==> config.mk <==
export PLATFORM = sky130hd
export DESIGN_NAME = delta_patch_record_parser_flat
export DESIGN_NICKNAME = d
export VERILOG_FILES = /design/src/rtl/dprp_pkg.sv /design/src/rtl/dprp_if.sv /design/src/rtl/dprp_parser.sv /design/src/rtl/dprp_queue.sv /design/src/rtl/dprp_out_stage.sv /design/src/rtl/delta_patch_record_parser.sv /design/src/flat_wrapper.sv
export SDC_FILE = /design/constraint.sdc
export NUM_CORES = 1
export LEC_CHECK = 0
export BUFFER_PORTS_ARGS = -buffer_cell sky130_fd_sc_hd__buf_2
export CELL_PAD_IN_SITES_DETAIL_PLACEMENT = 0
export CELL_PAD_IN_SITES_GLOBAL_PLACEMENT = 2
export CORE_MARGIN = 8
export CORE_UTILIZATION = 45
export DETAILED_ROUTE_END_ITERATION = 7
export PLACE_DENSITY = 0.77
export SKIP_LAST_GASP = 1
export SYNTH_ARGS = -nofsm -noshare
export SYNTH_HDL_FRONTEND = slang
export SYNTH_SLANG_ARGS = --single-unit
==> constraint.sdc <==
create_clock -name clk -period 15.9 [get_ports clk]
set_input_delay 1.59 -clock clk [delete_from_list [all_inputs] [get_ports clk]]
set_output_delay 1.59 -clock clk [all_outputs]
set_load 0.05 [all_outputs]
==> src/rtl/dprp_pkg.sv <==
// shared types and constants of the delta patch record parser
`default_nettype none

package dprp_pkg;

    // default width of the kept insert and copy offsets
    localparam int OFFSET_BITS_DEFAULT = 64;

    // header layout, in byte positions
    localparam logic [6:0] HASH_FIRST = 7'd4;
    localparam logic [6:0] HASH_LAST  = 7'd35;
    localparam logic [6:0] TLEN_FIRST = 7'd68;
    localparam logic [6:0] HDR_LAST   = 7'd75;

    // last byte index of an 8-byte little-endian field
    localparam logic [2:0] FIELD_LAST = 3'd7;

    // record mode bytes
    localparam logic [7:0] MODE_INSERT = 8'h00;
    localparam logic [7:0] MODE_COPY   = 8'h01;

    // depth of the queue between parser and output stage
    localparam int QUEUE_DEPTH = 2;

    typedef enum logic [2:0] {
        PH_HEADER,
        PH_MODE,
        PH_INS_OFF,
        PH_INS_LEN,
        PH_INS_DATA,
        PH_CPY_DST,
        PH_CPY_SRC,
        PH_CPY_LEN
    } dprp_phase_t;

    typedef enum logic [1:0] {
        KIND_TLEN  = 2'd0,
        KIND_WRITE = 2'd1,
        KIND_COPY  = 2'd2,
        KIND_HASH  = 2'd3
    } dprp_kind_t;

    typedef struct packed {
        dprp_kind_t  kind;
        logic [63:0] address;
        logic [63:0] source_address;
        logic [63:0] count;
        logic [7:0]  data_byte;
    } dprp_result_t;

endpackage

`default_nettype wire

==> src/rtl/dprp_if.sv <==
// patch byte and result word channel interfaces
`default_nettype none

interface dprp_patch_if;
    logic       valid;
    logic       ready;
    logic [7:0] diff_byte;
    logic       stream_start;

    modport source (output valid, output diff_byte, output stream_start, input ready);
    modport sink   (input valid, input diff_byte, input stream_start, output ready);
endinterface

interface dprp_result_if;
    logic        valid;
    logic        ready;
    logic [1:0]  kind;
    logic [63:0] address;
    logic [63:0] source_address;
    logic [63:0] count;
    logic [7:0]  data_byte;

    modport source (output valid, output kind, output address, output source_address,
                    output count, output data_byte, input ready);
    modport sink   (input valid, input kind, input address, input source_address,
                    input count, input data_byte, output ready);
endinterface

`default_nettype wire

==> src/rtl/dprp_parser.sv <==
// front end: byte-serial header and record parser
`default_nettype none

module dprp_parser #(
    parameter int OFFSET_BITS = dprp_pkg::OFFSET_BITS_DEFAULT
) (
    input  wire                   clk,
    input  wire                   rst_n,
    dprp_patch_if.sink            patch,
    output logic                  push_valid,
    input  wire                   push_ready,
    output dprp_pkg::dprp_result_t push_data
);

    dprp_pkg::dprp_phase_t phase_reg, phase_next;
    logic [6:0]             cnt_reg, cnt_next;
    logic [63:0]            shift_reg, shift_next;
    logic [OFFSET_BITS-1:0] dest_reg, dest_next;
    logic [OFFSET_BITS-1:0] src_reg, src_next;
    logic [63:0]            remaining_reg, remaining_next;

    dprp_pkg::dprp_phase_t ph;
    logic [6:0]  cnt;
    logic [6:0]  tlen_idx;
    logic [2:0]  k;
    logic [63:0] assembled;
    logic        accept;
    logic        emit;

    assign patch.ready = push_ready;
    assign accept      = patch.valid && push_ready;
    assign push_valid  = accept && emit;

    always_ff @(posedge clk or negedge rst_n)
    begin
        if (!rst_n)
        begin
            phase_reg <= dprp_pkg::PH_HEADER;
            cnt_reg   <= '0;
        end
        else if (accept)
        begin
            phase_reg <= phase_next;
            cnt_reg   <= cnt_next;
        end
    end

    always_ff @(posedge clk)
    begin
        if (accept)
        begin
            shift_reg     <= shift_next;
            dest_reg      <= dest_next;
            src_reg       <= src_next;
            remaining_reg <= remaining_next;
        end
    end

    always_comb
    begin
        // a start byte sees the parser as just out of reset
        ph       = patch.stream_start ? dprp_pkg::PH_HEADER : phase_reg;
        cnt      = patch.stream_start ? 7'd0 : cnt_reg;
        tlen_idx = 7'(cnt - dprp_pkg::TLEN_FIRST);
        k        = (ph == dprp_pkg::PH_HEADER) ? tlen_idx[2:0] : cnt[2:0];

        // little-endian lane insert, first byte clears the field
        for (int j = 0; j < 8; j++)
        begin
            if (3'(j) == k)
                assembled[8*j +: 8] = patch.diff_byte;
            else if (k == 3'd0)
                assembled[8*j +: 8] = 8'd0;
            else
                assembled[8*j +: 8] = shift_reg[8*j +: 8];
        end

        phase_next     = ph;
        cnt_next       = cnt;
        shift_next     = shift_reg;
        dest_next      = dest_reg;
        src_next       = src_reg;
        remaining_next = remaining_reg;
        emit           = 1'b0;
        push_data      = '{kind: dprp_pkg::KIND_TLEN, address: '0, source_address: '0,
                           count: '0, data_byte: '0};

        case (ph)
            dprp_pkg::PH_HEADER:
            begin
                cnt_next = 7'(cnt + 7'd1);
                if (cnt inside {[dprp_pkg::HASH_FIRST:dprp_pkg::HASH_LAST]})
                begin
                    emit                = 1'b1;
                    push_data.kind      = dprp_pkg::KIND_HASH;
                    push_data.address   = 64'(7'(cnt - dprp_pkg::HASH_FIRST));
                    push_data.data_byte = patch.diff_byte;
                end
                if (cnt >= dprp_pkg::TLEN_FIRST)
                begin
                    shift_next = assembled;
                    if (cnt == dprp_pkg::HDR_LAST)
                    begin
                        phase_next      = dprp_pkg::PH_MODE;
                        cnt_next        = '0;
                        emit            = 1'b1;
                        push_data.kind  = dprp_pkg::KIND_TLEN;
                        push_data.count = assembled;
                    end
                end
            end
            dprp_pkg::PH_MODE:
            begin
                cnt_next = '0;
                if (patch.diff_byte == dprp_pkg::MODE_INSERT)
                    phase_next = dprp_pkg::PH_INS_OFF;
                else if (patch.diff_byte == dprp_pkg::MODE_COPY)
                    phase_next = dprp_pkg::PH_CPY_DST;
            end
            dprp_pkg::PH_INS_OFF, dprp_pkg::PH_INS_LEN,
            dprp_pkg::PH_CPY_DST, dprp_pkg::PH_CPY_SRC, dprp_pkg::PH_CPY_LEN:
            begin
                shift_next = assembled;
                cnt_next   = (k == dprp_pkg::FIELD_LAST) ? 7'd0 : 7'({4'd0, k} + 7'd1);
                if (k == dprp_pkg::FIELD_LAST)
                begin
                    case (ph)
                        dprp_pkg::PH_INS_OFF:
                        begin
                            dest_next  = assembled[OFFSET_BITS-1:0];
                            phase_next = dprp_pkg::PH_INS_LEN;
                        end
                        dprp_pkg::PH_INS_LEN:
                        begin
                            remaining_next = assembled;
                            phase_next     = (assembled == 64'd0) ? dprp_pkg::PH_MODE
                                                                  : dprp_pkg::PH_INS_DATA;
                        end
                        dprp_pkg::PH_CPY_DST:
                        begin
                            dest_next  = assembled[OFFSET_BITS-1:0];
                            phase_next = dprp_pkg::PH_CPY_SRC;
                        end
                        dprp_pkg::PH_CPY_SRC:
                        begin
                            src_next   = assembled[OFFSET_BITS-1:0];
                            phase_next = dprp_pkg::PH_CPY_LEN;
                        end
                        default:
                        begin
                            phase_next               = dprp_pkg::PH_MODE;
                            emit                     = 1'b1;
                            push_data.kind           = dprp_pkg::KIND_COPY;
                            push_data.address        = 64'(dest_reg);
                            push_data.source_address = 64'(src_reg);
                            push_data.count          = assembled;
                        end
                    endcase
                end
            end
            dprp_pkg::PH_INS_DATA:
            begin
                emit                = 1'b1;
                push_data.kind      = dprp_pkg::KIND_WRITE;
                push_data.address   = 64'(dest_reg);
                push_data.data_byte = patch.diff_byte;
                dest_next           = OFFSET_BITS'(dest_reg + 1'b1);
                remaining_next      = 64'(remaining_reg - 64'd1);
                if (remaining_reg == 64'd1)
                    phase_next = dprp_pkg::PH_MODE;
            end
            default:
            begin
                phase_next = dprp_pkg::PH_MODE;
                cnt_next   = '0;
            end
        endcase
    end

    a_header_count: assert property (@(posedge clk) disable iff (!rst_n)
        phase_reg == dprp_pkg::PH_HEADER |-> cnt_reg <= dprp_pkg::HDR_LAST)
        else $error("header byte count past end of header");

    a_field_count: assert property (@(posedge clk) disable iff (!rst_n)
        phase_reg != dprp_pkg::PH_HEADER |-> cnt_reg < 7'd8)
        else $error("field byte count out of range");

    a_data_remaining: assert property (@(posedge clk) disable iff (!rst_n)
        phase_reg == dprp_pkg::PH_INS_DATA |-> remaining_reg != 64'd0)
        else $error("payload phase with nothing remaining");

endmodule

`default_nettype wire

==> src/rtl/dprp_queue.sv <==
// short result queue between parser and output stage
`default_nettype none

module dprp_queue (
    input  wire                    clk,
    input  wire                    rst_n,
    input  wire                    push_valid,
    output logic                   push_ready,
    input  dprp_pkg::dprp_result_t push_data,
    output logic                   pop_valid,
    input  wire                    pop,
    output dprp_pkg::dprp_result_t pop_data
);

    localparam int DEPTH  = dprp_pkg::QUEUE_DEPTH;
    localparam int PTR_W  = (DEPTH > 1) ? $clog2(DEPTH) : 1;
    localparam int CNT_W  = $clog2(DEPTH + 1);

    dprp_pkg::dprp_result_t entry_reg [DEPTH];
    logic [PTR_W-1:0] wr_ptr_reg, wr_ptr_next;
    logic [PTR_W-1:0] rd_ptr_reg, rd_ptr_next;
    logic [CNT_W-1:0] count_reg, count_next;
    logic             do_push;
    logic             do_pop;

    assign push_ready = (count_reg != CNT_W'(DEPTH));
    assign pop_valid  = (count_reg != '0);
    assign do_push    = push_valid && push_ready;
    assign do_pop     = pop && pop_valid;
    assign pop_data   = entry_reg[rd_ptr_reg];

    always_comb
    begin
        wr_ptr_next = wr_ptr_reg;
        rd_ptr_next = rd_ptr_reg;
        if (do_push)
            wr_ptr_next = (wr_ptr_reg == PTR_W'(DEPTH - 1)) ? '0 : PTR_W'(wr_ptr_reg + 1'b1);
        if (do_pop)
            rd_ptr_next = (rd_ptr_reg == PTR_W'(DEPTH - 1)) ? '0 : PTR_W'(rd_ptr_reg + 1'b1);
        count_next = CNT_W'(count_reg + CNT_W'(do_push) - CNT_W'(do_pop));
    end

    always_ff @(posedge clk or negedge rst_n)
    begin
        if (!rst_n)
        begin
            wr_ptr_reg <= '0;
            rd_ptr_reg <= '0;
            count_reg  <= '0;
        end
        else
        begin
            wr_ptr_reg <= wr_ptr_next;
            rd_ptr_reg <= rd_ptr_next;
            count_reg  <= count_next;
        end
    end

    always_ff @(posedge clk)
    begin
        if (do_push)
            entry_reg[wr_ptr_reg] <= push_data;
    end

    a_no_overflow: assert property (@(posedge clk) disable iff (!rst_n)
        push_valid |-> push_ready)
        else $error("parser pushed into a full queue");

    a_count_bound: assert property (@(posedge clk) disable iff (!rst_n)
        count_reg <= CNT_W'(DEPTH))
        else $error("queue fill count above depth");

endmodule

`default_nettype wire

==> src/rtl/dprp_out_stage.sv <==
// back end: registered result word output
`default_nettype none

module dprp_out_stage (
    input  wire                    clk,
    input  wire                    rst_n,
    input  wire                    pop_valid,
    output logic                   pop,
    input  dprp_pkg::dprp_result_t pop_data,
    dprp_result_if.source          result
);

    logic                   valid_reg;
    dprp_pkg::dprp_result_t word_reg;

    // load whenever the output register is empty or being drained
    assign pop = pop_valid && (!valid_reg || result.ready);

    always_ff @(posedge clk or negedge rst_n)
    begin
        if (!rst_n)
            valid_reg <= 1'b0;
        else if (!valid_reg || result.ready)
            valid_reg <= pop_valid;
    end

    always_ff @(posedge clk)
    begin
        if (pop)
            word_reg <= pop_data;
    end

    assign result.valid          = valid_reg;
    assign result.kind           = word_reg.kind;
    assign result.address        = word_reg.address;
    assign result.source_address = word_reg.source_address;
    assign result.count          = word_reg.count;
    assign result.data_byte      = word_reg.data_byte;

endmodule

`default_nettype wire

==> src/rtl/delta_patch_record_parser.sv <==
// top level of the delta patch record parser
`default_nettype none

// Takes a delta patch stream one byte per word on the patch channel and turns
// it into result words: 32 expected original-hash bytes (kind 3, address is the
// hash byte index), then the target length (kind 0, count) once the 76-byte
// header is complete, then per record either one write word per insert payload
// byte (kind 1, address and data_byte) or one copy command (kind 2, address is
// the destination, source_address the source, count the length). Mode bytes
// other than insert and copy are skipped, 0xFF included; there is no end
// marker. stream_start on a byte restarts parsing with it as header byte zero.
// Offsets wrap modulo 2^OFFSET_BITS. One byte is accepted every cycle while the
// queue has room: the parser does a single field-lane insert, a 64-bit
// decrement and an offset increment per byte. A result is written into the
// two-entry queue and from there into the output register; stalls on the result
// side back up through the queue to the patch channel.

module delta_patch_record_parser #(
    parameter int OFFSET_BITS = dprp_pkg::OFFSET_BITS_DEFAULT
) (
    input  wire           clk,
    input  wire           rst_n,
    dprp_patch_if.sink    patch,
    dprp_result_if.source result
);

    // parser to queue
    logic                   push_valid;
    logic                   push_ready;
    dprp_pkg::dprp_result_t push_data;

    // queue to output register
    logic                   pop_valid;
    logic                   pop;
    dprp_pkg::dprp_result_t pop_data;

    // front: header and record parsing, owns all stream state
    dprp_parser #(
        .OFFSET_BITS (OFFSET_BITS)
    ) u_parser (
        .clk        (clk),
        .rst_n      (rst_n),
        .patch      (patch),
        .push_valid (push_valid),
        .push_ready (push_ready),
        .push_data  (push_data)
    );

    // decouples the byte side from result stalls
    dprp_queue u_queue (
        .clk        (clk),
        .rst_n      (rst_n),
        .push_valid (push_valid),
        .push_ready (push_ready),
        .push_data  (push_data),
        .pop_valid  (pop_valid),
        .pop        (pop),
        .pop_data   (pop_data)
    );

    // back: holds the result word until the sink takes it
    dprp_out_stage u_out (
        .clk       (clk),
        .rst_n     (rst_n),
        .pop_valid (pop_valid),
        .pop       (pop),
        .pop_data  (pop_data),
        .result    (result)
    );

endmodule

`default_nettype wire

==> src/flat_wrapper.sv <==
// flat-port wrapper written by rule: the top's interface ports become plain ports
module delta_patch_record_parser_flat 
#(
    parameter int OFFSET_BITS = dprp_pkg::OFFSET_BITS_DEFAULT
)
  (clk, rst_n, patch_valid, patch_diff_byte, patch_stream_start, patch_ready, result_valid, result_kind, result_address, result_source_address, result_count, result_data_byte, result_ready);
  dprp_patch_if patch_i ();
  dprp_result_if result_i ();
  input  wire clk;
  input  wire rst_n;
  input wire logic [$bits(patch_i.valid)-1:0] patch_valid;
  input wire logic [$bits(patch_i.diff_byte)-1:0] patch_diff_byte;
  input wire logic [$bits(patch_i.stream_start)-1:0] patch_stream_start;
  output wire logic [$bits(patch_i.ready)-1:0] patch_ready;
  output wire logic [$bits(result_i.valid)-1:0] result_valid;
  output wire logic [$bits(result_i.kind)-1:0] result_kind;
  output wire logic [$bits(result_i.address)-1:0] result_address;
  output wire logic [$bits(result_i.source_address)-1:0] result_source_address;
  output wire logic [$bits(result_i.count)-1:0] result_count;
  output wire logic [$bits(result_i.data_byte)-1:0] result_data_byte;
  input wire logic [$bits(result_i.ready)-1:0] result_ready;
  assign patch_i.valid = patch_valid;
  assign patch_i.diff_byte = patch_diff_byte;
  assign patch_i.stream_start = patch_stream_start;
  assign patch_ready = patch_i.ready;
  assign result_valid = result_i.valid;
  assign result_kind = result_i.kind;
  assign result_address = result_i.address;
  assign result_source_address = result_i.source_address;
  assign result_count = result_i.count;
  assign result_data_byte = result_i.data_byte;
  assign result_i.ready = result_ready;
  delta_patch_record_parser #(.OFFSET_BITS(OFFSET_BITS)) u_core (.clk(clk), .rst_n(rst_n), .patch(patch_i), .result(result_i));
endmodule
==> metrics.md, run 1 <==
| Metric | Value |
|---|---|
| Post-Synthesis Cells | `2324` |
| Total track usage | `18.67%` |
| Area delta synth->final | `13.96%` |
| Register area share after synthesis | `73.35%` |
| Max-Cap Viols | `0` |
| Max_slew headroom | `24.19%` |
| Via count | `19937` |
| Setup TNS | `0 ps` |
| Fin nets | `2580` |
| Die H | `approximately 300 um` |
| Crit-path max FO | `67` |
| Worst VDD drop | `137.7 uV` |
| Port bufs | `216` |
| CTS Buf Count | `87` |
| Grt ovf | `0` |
| Starting DRT DRC Count | `between 1500 and 2000` |
| Fin crit period | `8231 ps` |
| Width of the chip | `298.1 um` |
| Ant. Diodes | `0` |
| Worst-margin pin slew | `between 1000 and 1500 ps` |
| Avg WL per Cell | `23.32 um` |
| Pin count of the biggest net entering global routing | `101` |
| DRT Wirelength | `85570 um` |
| Fmax | `121.5 MHz` |
| Syn nets | `2352` |
| H-tree lvl count | `3` |
| # rows | `103` |
| Crit end category | `flip-flop` |
| HP Class | `flip-flop to flip-flop` |
| Die area | `88840 um^2` |
| Max clock buf depth | `3` |
| Pwr/cell area | `162.0 nW/um^2` |
| Clk slew on worst S/H paths | `60 ps` |
| DP Wirelength | `56970 um` |
| Initial antenna violation count | `4` |
| EDFF count, synth | `862` |
| CP required | `16160 ps` |
| Syn. warnings | `0` |
| Area of the core | `78870 um^2` |
| Net Sw Power | `2.261 mW` |
| Main synth FF type | `edfxtp_1` |
| Post-CTS Setup Bufs | `0` |
| Clock sinks | `877` |
| GR Layer Usage met1 | `26.17%` |
| CTS Hold Bufs | `0` |
| Internal Power | `roughly 4.3 mW` |
| First-pass GRT wire length | `127400 um` |
| I/O pin total | `217` |
| Cell variety after synth | `between 70 and 80` |
| Resize count post-CTS | `0` |
| Critical path class | `input pin to flip-flop` |
| Status | `complete, no violations` |
| Clock share of power | `29.4%` |
| Part of the power in combinational logic | `25.6%` |
| Place WS | `slightly below 7000 ps` |
| Sw frac | `between 30% and 40%` |
| Syn Area/Cell | `15.40 um^2` |
| Final Wtd Congestion | `about 0.88` |
| Post-synthesis cell area | `35800 um^2` |
| Met2 usage | `29.66%` |
| Final worst slack | `7669 ps` |
| Finished Layout Cells | `approximately 3700` |
| Final ANT Viol Nets | `0` |
| Vias per cell | `5.432` |
| Vias in the first global route | `19971` |
| Final Setup Violations | `0` |
| Busiest grt layer | `met2` |
| Worst Reg-to-Reg Cells | `14` |
| CTS tree | `built` |
| Share of cells above drive strength 1 | `23.51%` |
| Initial core utilization | `a little under half` |
| Part of the cycle the worst path needs | `51.77%` |
| Worst Skew | `slightly above 20 ps` |
| TritonRoute pass-1 iters | `5` |
| Max reg flops | `404` |
| Root buf cell | `clkbuf_16` |
| Fillcell total | `6662` |
| Crit start category | `input pin` |
| Hold_ws | `521.0 ps` |
| Dpl cells | `3513` |
| Later-pin clock latency in the skew report | `640 ps` |
| DRC violations left | `0` |
| Pins Over Slew Limit | `0` |
| RSZ-0062 raised after global routing | `false` |
| Ys async rst share | `1.710%` |
| Final hold violation count | `0` |
| Seq cells post-synth | `877` |
| Reg power frac | `45.0%` |
| Hold path depth | `1` |
| Leak | `14.42 nW` |
| Met3 usage | `3.263%` |
| Critical Path AT | `approximately 8500 ps` |
-- cell usage in the layout, fill, tap and decap left out, types with 10 or more instances in the layout --
cell and count:
nor3_1 30, buf_4 36, nand3_1 33, nor2_1 147
nand2_1 110, nor2b_1 10, dfrtp_1 14, nand2b_1 12
edfxtp_1 862, a21oi_1 131, xor2_1 60, mux2_2 208
clkbuf_16 88, and2_1 174, a31oi_1 18, or3_1 15
a22o_1 30, or4_1 12, o21ai_0 43, and3_1 10
clkinv_2 13, ha_1 15, inv_1 39, clkinv_1 17
xnor2_1 62, buf_2 216, nand4_1 25, clkbuf_1 16
nor4_1 25
-- through the flow --
stage	util, %	total power [mW]	area [um^2]
final	51.73	6.610	40800
after global routing	51.73	6.860	40800
after CTS	51.73	6.691	40800
after detailed placement	48.32	4.728	38110
after global placement	48.32	4.720	38110
after floorplan	-	4.308	35800
-- final cells by class --
| cell class | instances | area, um^2 | area share, % |
|---|---|---|---|
| repair buffers | 252 | 1351 | 3.312 |
| multi-input cells | 1293 | 9027 | 22.13 |
| clock inverters | 53 | 425.4 | 1.043 |
| well taps | 1050 | 1314 | 3.220 |
| clock buffers | 104 | 2262 | 5.545 |
| inverters | 41 | 153.9 | 0.3772 |
| flip-flops and latches | 877 | 26260 | 64.38 |
-- kinds of logic (layout without fill, tap and decap cells) --
family                     count (synthesis)  count (layout)  synth area share [%]
adders and majority gates                 15              15                0.5242
DFF                                      877             877                 73.35
buffers and inverters                    154             450                 1.699
muxes                                    209             209                 6.570
xor gates and xnor gates                 122             122                 2.985
and+or+nand+nor                          648             648                 9.632
AOI/OAI and AO/OA                        299             299                 5.239
-- metal layers --
layer	routed length [um]	up-vias	part of all wire, %
li1	-	9233	-
met1	38810	10030	45
met2	40020	532	47
met3	4453	138	5.2
met4	2257	4	2.6
met5	27	-	0.032
-- Yosys cell counts, types with 18 or more instances --
master      n  area share, %
xor2_1     60            1.5
nand2_1   110            1.2
and2_1    174            3.0
edfxtp_1  862             72
clkbuf_1   98            1.0
a21oi_1   133            1.9
nor2_1    152            1.6
xnor2_1    62            1.5
nor3_1     31           0.43
inv_1      39           0.41
nor4_1     25           0.44
a22o_1     30           0.73
a31oi_1    18           0.31
nand3_1    33           0.46
o21ai_0    44           0.62
nand4_1    25           0.44
mux2_2    208            6.5
-- critical path: stages --
cell	delay, ps
buf_2	290
clkinv_1	530
nand2_1	290
inv_1	200
ha_1	410
ha_1	770
nor2b_1	250
and2_1	170
nand2_1	200
o21ai_2	180
buf_4	490
nor2_1	110
a211o_1	480
nor2_4	740
buf_4	800
buf_4	760
-- final timing paths --
path	startpoint	end	slack [ps]
min in group asynchronous	rst_n	u_core.u_parser.phase_reg[2]	950
worst max-delay path	patch_stream_start	u_core.u_queue.entry_reg[0][180]	7670
worst max register to register	u_core.u_parser.phase_reg[0]	u_core.u_queue.entry_reg[0][180]	8800
worst min register to register	u_core.u_queue.count_reg[1]	u_core.u_queue.count_reg[1]	520
max in group asynchronous	rst_n	u_core.u_queue.rd_ptr_reg	14500
worst min-delay path	u_core.u_queue.count_reg[1]	u_core.u_queue.count_reg[1]	520
-- power groups by stage --
stage	Clock (mW)	Sequential, mW	Combinational (mW)
4_1_cts	2.00	2.98	1.71
6_report	1.94	2.97	1.69
5_1_grt	2.08	3.00	1.78
3_5_place_dp	0	3.03	1.70
2_1_floorplan	0	3.71	0.601
3_3_place_gp	0	3.02	1.70
(Power assumes the default switching activity.)
==> run 2, diff against run 1 <==
--- a/config.mk
+++ b/config.mk
@@ -5,13 +5,14 @@
 export SDC_FILE = /design/constraint.sdc
 export NUM_CORES = 1
 export LEC_CHECK = 0
+export ABC_AREA = 1
 export BUFFER_PORTS_ARGS = -buffer_cell sky130_fd_sc_hd__buf_2
 export CELL_PAD_IN_SITES_DETAIL_PLACEMENT = 0
 export CELL_PAD_IN_SITES_GLOBAL_PLACEMENT = 2
 export CORE_MARGIN = 8
-export CORE_UTILIZATION = 45
+export CORE_UTILIZATION = 41
 export DETAILED_ROUTE_END_ITERATION = 7
-export PLACE_DENSITY = 0.77
+export PLACE_DENSITY = 0.76
 export SKIP_LAST_GASP = 1
 export SYNTH_ARGS = -nofsm -noshare
 export SYNTH_HDL_FRONTEND = slang
==> constraint.sdc (replaced) <==
create_clock -name clk -period 8.5 [get_ports clk]
set_input_delay 0.85 -clock clk [delete_from_list [all_inputs] [get_ports clk]]
set_output_delay 0.85 -clock clk [all_outputs]
set_load 0.05 [all_outputs]
==> run 2 against run 1 <==
  * Die area up 12%
  * Critical path type is now flip-flop to flip-flop
  * Global-route usage up 0.58 points
  * Combinational power rose to 2.7 times the previous value
  * Clock power up 120%
  * Sequential share of layout area down 2.4 points
  * Worst setup slack worse by 4000 ps
  * Count of clock-buffer cells in the layout up 13
  * Via count up 18%
==> metrics.md, run 2 <==
| Metric | Value |
|---|---|
| Status | `complete, no violations` |
| Share of the synthesized area in the top cell type | `70.37%` |
| Max clock buf depth | `3` |
| Ant. Diodes | `0` |
| Placed cell area | `approximately 40000 um^2` |
| Seq cells post-synth | `877` |
| Most common cell in the netlist | `nand2_1` |
| Fin crit period | `4792 ps` |
| Total track usage | `19.26%` |
| CTS Buf Count | `94` |
| Port bufs | `approximately 220` |
| DRT Wirelength | `97260 um` |
| Crit end category | `flip-flop` |
| Synth area leaders | `edfxtp_1 70%, nand2_1 11%, nor2_1 3.5%, inv_1 3.0%, xor2_1 2.1%` |
| # rows | `110` |
| EDFF count, synth | `862` |
| Max_slew headroom | `~5%` |
| CP Cell Sequence | `o21ai_4 -> inv_2 -> nor2_4 -> inv_2 -> nand2_1 -> inv_2 -> buf_4 -> nand3_1 -> nand2_1 -> nor2_4 -> buf_12` |
| Area of the core | `89460 um^2` |
| Cell mode on critical path | `inv_2` |
| Width of the chip | `315.5 um` |
| Fmax | `roughly 210 MHz` |
| Worst Skew | `31.65 ps` |
| Main synth FF type | `edfxtp_1` |
| Post-Synthesis Cells | `3268` |
| HP Class | `input pin to asynchronous set/reset pin` |
| Main combinational cell family by area after synthesis | `simple AND/OR/NAND/NOR gates` |
| Max reg flops | `404` |
| H-tree lvl count | `3` |
| CP required | `8750 ps` |
| Final Wtd Congestion | `0.8683` |
| CTS Hold Bufs | `0` |
| FF-to-FF End | `u_core.u_queue.entry_reg[1][101]` |
| Fillcell total | `8205` |
| Syn. warnings | `0` |
| CTS tree | `built` |
| Final Setup Violations | `0` |
| Crit start category | `flip-flop` |
| Vias in the first global route | `23193` |
| Fin area | `42360 um^2` |
| DRC violations left | `0` |
| Max-Cap Viols | `0` |
| Most frequent cells in the layout | `1125 x nand2_1, 862 x edfxtp_1, 338 x nor2_1` |
| Clock sinks | `877` |
| Fin nets | `3526` |
| Simple-gate share of the synthesized area | `between 10% and 20%` |
| Post-Synth XOR/XNOR Area | `under 10%` |
| DP Wirelength | `66680 um` |
| Initial core utilization | `41.11%` |
| RSZ-0062 raised after global routing | `false` |
| R2R Setup Slk | `3710 ps` |
| Resize count post-CTS | `0` |
| Critical Path AT | `5040 ps` |
| Syn nets | `about 3300` |
| TritonRoute pass-1 iters | `7` |
| Worst VDD drop | `237.4 uV` |
| Seq. cell area | `26260 um^2` |
| Clk slew on worst S/H paths | `60 ps` |
| Commonest non-fill, non-tap cell in the layout | `nand2_1` |
| Die area | `99550 um^2` |
| Register area share after synthesis | `71.40%` |
| Share of cells above drive strength 1 | `11.96%` |
| Final hold violation count | `0` |
| Die H | `between 300 and 400 um` |
| Post-synthesis cell area | `36780 um^2` |
| Leak | `17.09 nW` |
| Syn Area/Cell | `11.26 um^2` |
| Vias per cell | `approximately 4.9` |
| Root buf cell | `clkbuf_16` |
| Crit-path max FO | `153` |
| Initial antenna violation count | `4` |
| Crit path max-delay family | `simple AND/OR/NAND/NOR gates` |
| Later-pin clock latency in the skew report | `660 ps` |
| Cell variety after synth | `48` |
| Avg WL per Cell | `just over 20 um` |
| Hold_ws | `139.1 ps` |
| Part of the cycle the worst path needs | `56.38%` |
| Most frequent cells after synthesis | `1126 x nand2_1, 862 x edfxtp_1, 343 x nor2_1, 297 x inv_1, 109 x nand3_1` |
| Pins Over Slew Limit | `0` |
| Critical R2R Launch | `u_core.u_parser.phase_reg[0]` |
| Final ANT Viol Nets | `0` |
| Mux cell area share after synthesis | `0%` |
| Pwr/cell area | `~360 nW/um^2` |
| Final Util | `47.35%` |
| Post-synth top area cell | `edfxtp_1` |
| Slowest stage delay, CP | `760 ps` |
| Grt ovf | `0` |
| Post-CTS Setup Bufs | `0` |
| Starting DRT DRC Count | `1982` |
| Via count | `23447` |
| Synth Area in Compound Gates | `2.055%` |
| First-pass GRT wire length | `between 100000 and 150000 um` |
| Area delta synth->final | `15.17%` |
| Area of the multi-input gates | `roughly 9000 um^2` |
| Critical path class | `flip-flop to flip-flop` |
| I/O pin total | `217` |
| Slowest cell on the critical path | `nor2_4` |
| Ys async rst share | `1.710%` |
| Pin count of the biggest net entering global routing | `154` |
| Synth Area in Adders | `0.5103%` |
| WP buf/inv | `5` |
| Worst-margin pin slew | `1424 ps` |
| Total Power | `about 15 mW` |
| Worst Reg-to-Reg Cells | `11` |
## run 2: cell count changes in the layout (fill, tap and decap cells not counted), moves of 76 or more
| cell | before | now |
|---|---|---|
| inv_1 | 39 | 296 |
| and2_1 | 174 | 3 |
| nand2_1 | 110 | 1125 |
| nor2_1 | 147 | 338 |
| a21oi_1 | 131 | 29 |
| nand3_1 | 33 | 109 |
| mux2_2 | 208 | 0 |
## run 2: cell families after synthesis
group	Yosys count
AOI/OAI and AO/OA	133
xor gates and xnor gates	117
adders and majority gates	15
buffers and inverters	410
DFF	877
and+or+nand+nor	1716
## run 2: cell type report
type | count | share of cell area [%]
clock buffer | 117 | 5.949
clock inverter | 61 | 1.574
inverter | 306 | 2.729
multi-input combinational | 1981 | 21.25
sequential | 877 | 62.00
tap | 1176 | 3.473
timing repair buffer | 238 | 3.030
## run 2: worst register-to-register path: stages (launching register included)
cell and delay [ps]:
dfrtp_1 470, o21ai_4 250, inv_2 140, nor2_4 760, inv_2 580, nand2_1 350, inv_2 40, buf_4 270
nand3_1 170, nand2_1 190, nor2_4 170, buf_12 380
## run 2: routing by layer
layer / wire length, um / global-route usage, % / vias up
met2: 46980 / 32.25 / 610
met5: 0 / 0 / -
li1: - / - / 11327
met4: 2125 / 5.385 / 0
met3: 5138 / 3.025 / 137
met1: 43020 / 26.03 / 11373
## run 2: metrics by stage
step | setup TNS [ps] | cells | worst slack, ps
2_1_floorplan | -1372930 | 3268 | -3398
3_3_place_gp | 0 | 4578 | 3278
3_5_place_dp | 0 | 4578 | 3163
4_1_cts | 0 | 4756 | 3666
5_1_grt | 0 | 4756 | 3371
6_report | 0 | 4756 | 3708
## run 2: worst max-delay path by stage
stage / from / to / slack (ps) / cells after the start
finish: u_core.u_parser.phase_reg[0] / u_core.u_queue.entry_reg[1][101] / 3710 / 11
global route: u_core.u_parser.phase_reg[0] / u_core.u_queue.entry_reg[0][117] / 3370 / 11
CTS: u_core.u_parser.phase_reg[0] / u_core.u_queue.entry_reg[0][117] / 3670 / 11
detailed placement: patch_stream_start / u_core.u_queue.entry_reg[0][156] / 3160 / 13
global placement: patch_stream_start / u_core.u_queue.entry_reg[1][162] / 3280 / 13
floorplan: patch_stream_start / u_core.u_queue.entry_reg[0][0] / -3400 / 15
## run 2: power by group
group	switching, mW	total [mW]	internal, mW
sequential	0.225	6.32	6.09
clock	1.71	4.18	2.48
combinational	3.80	4.58	0.773
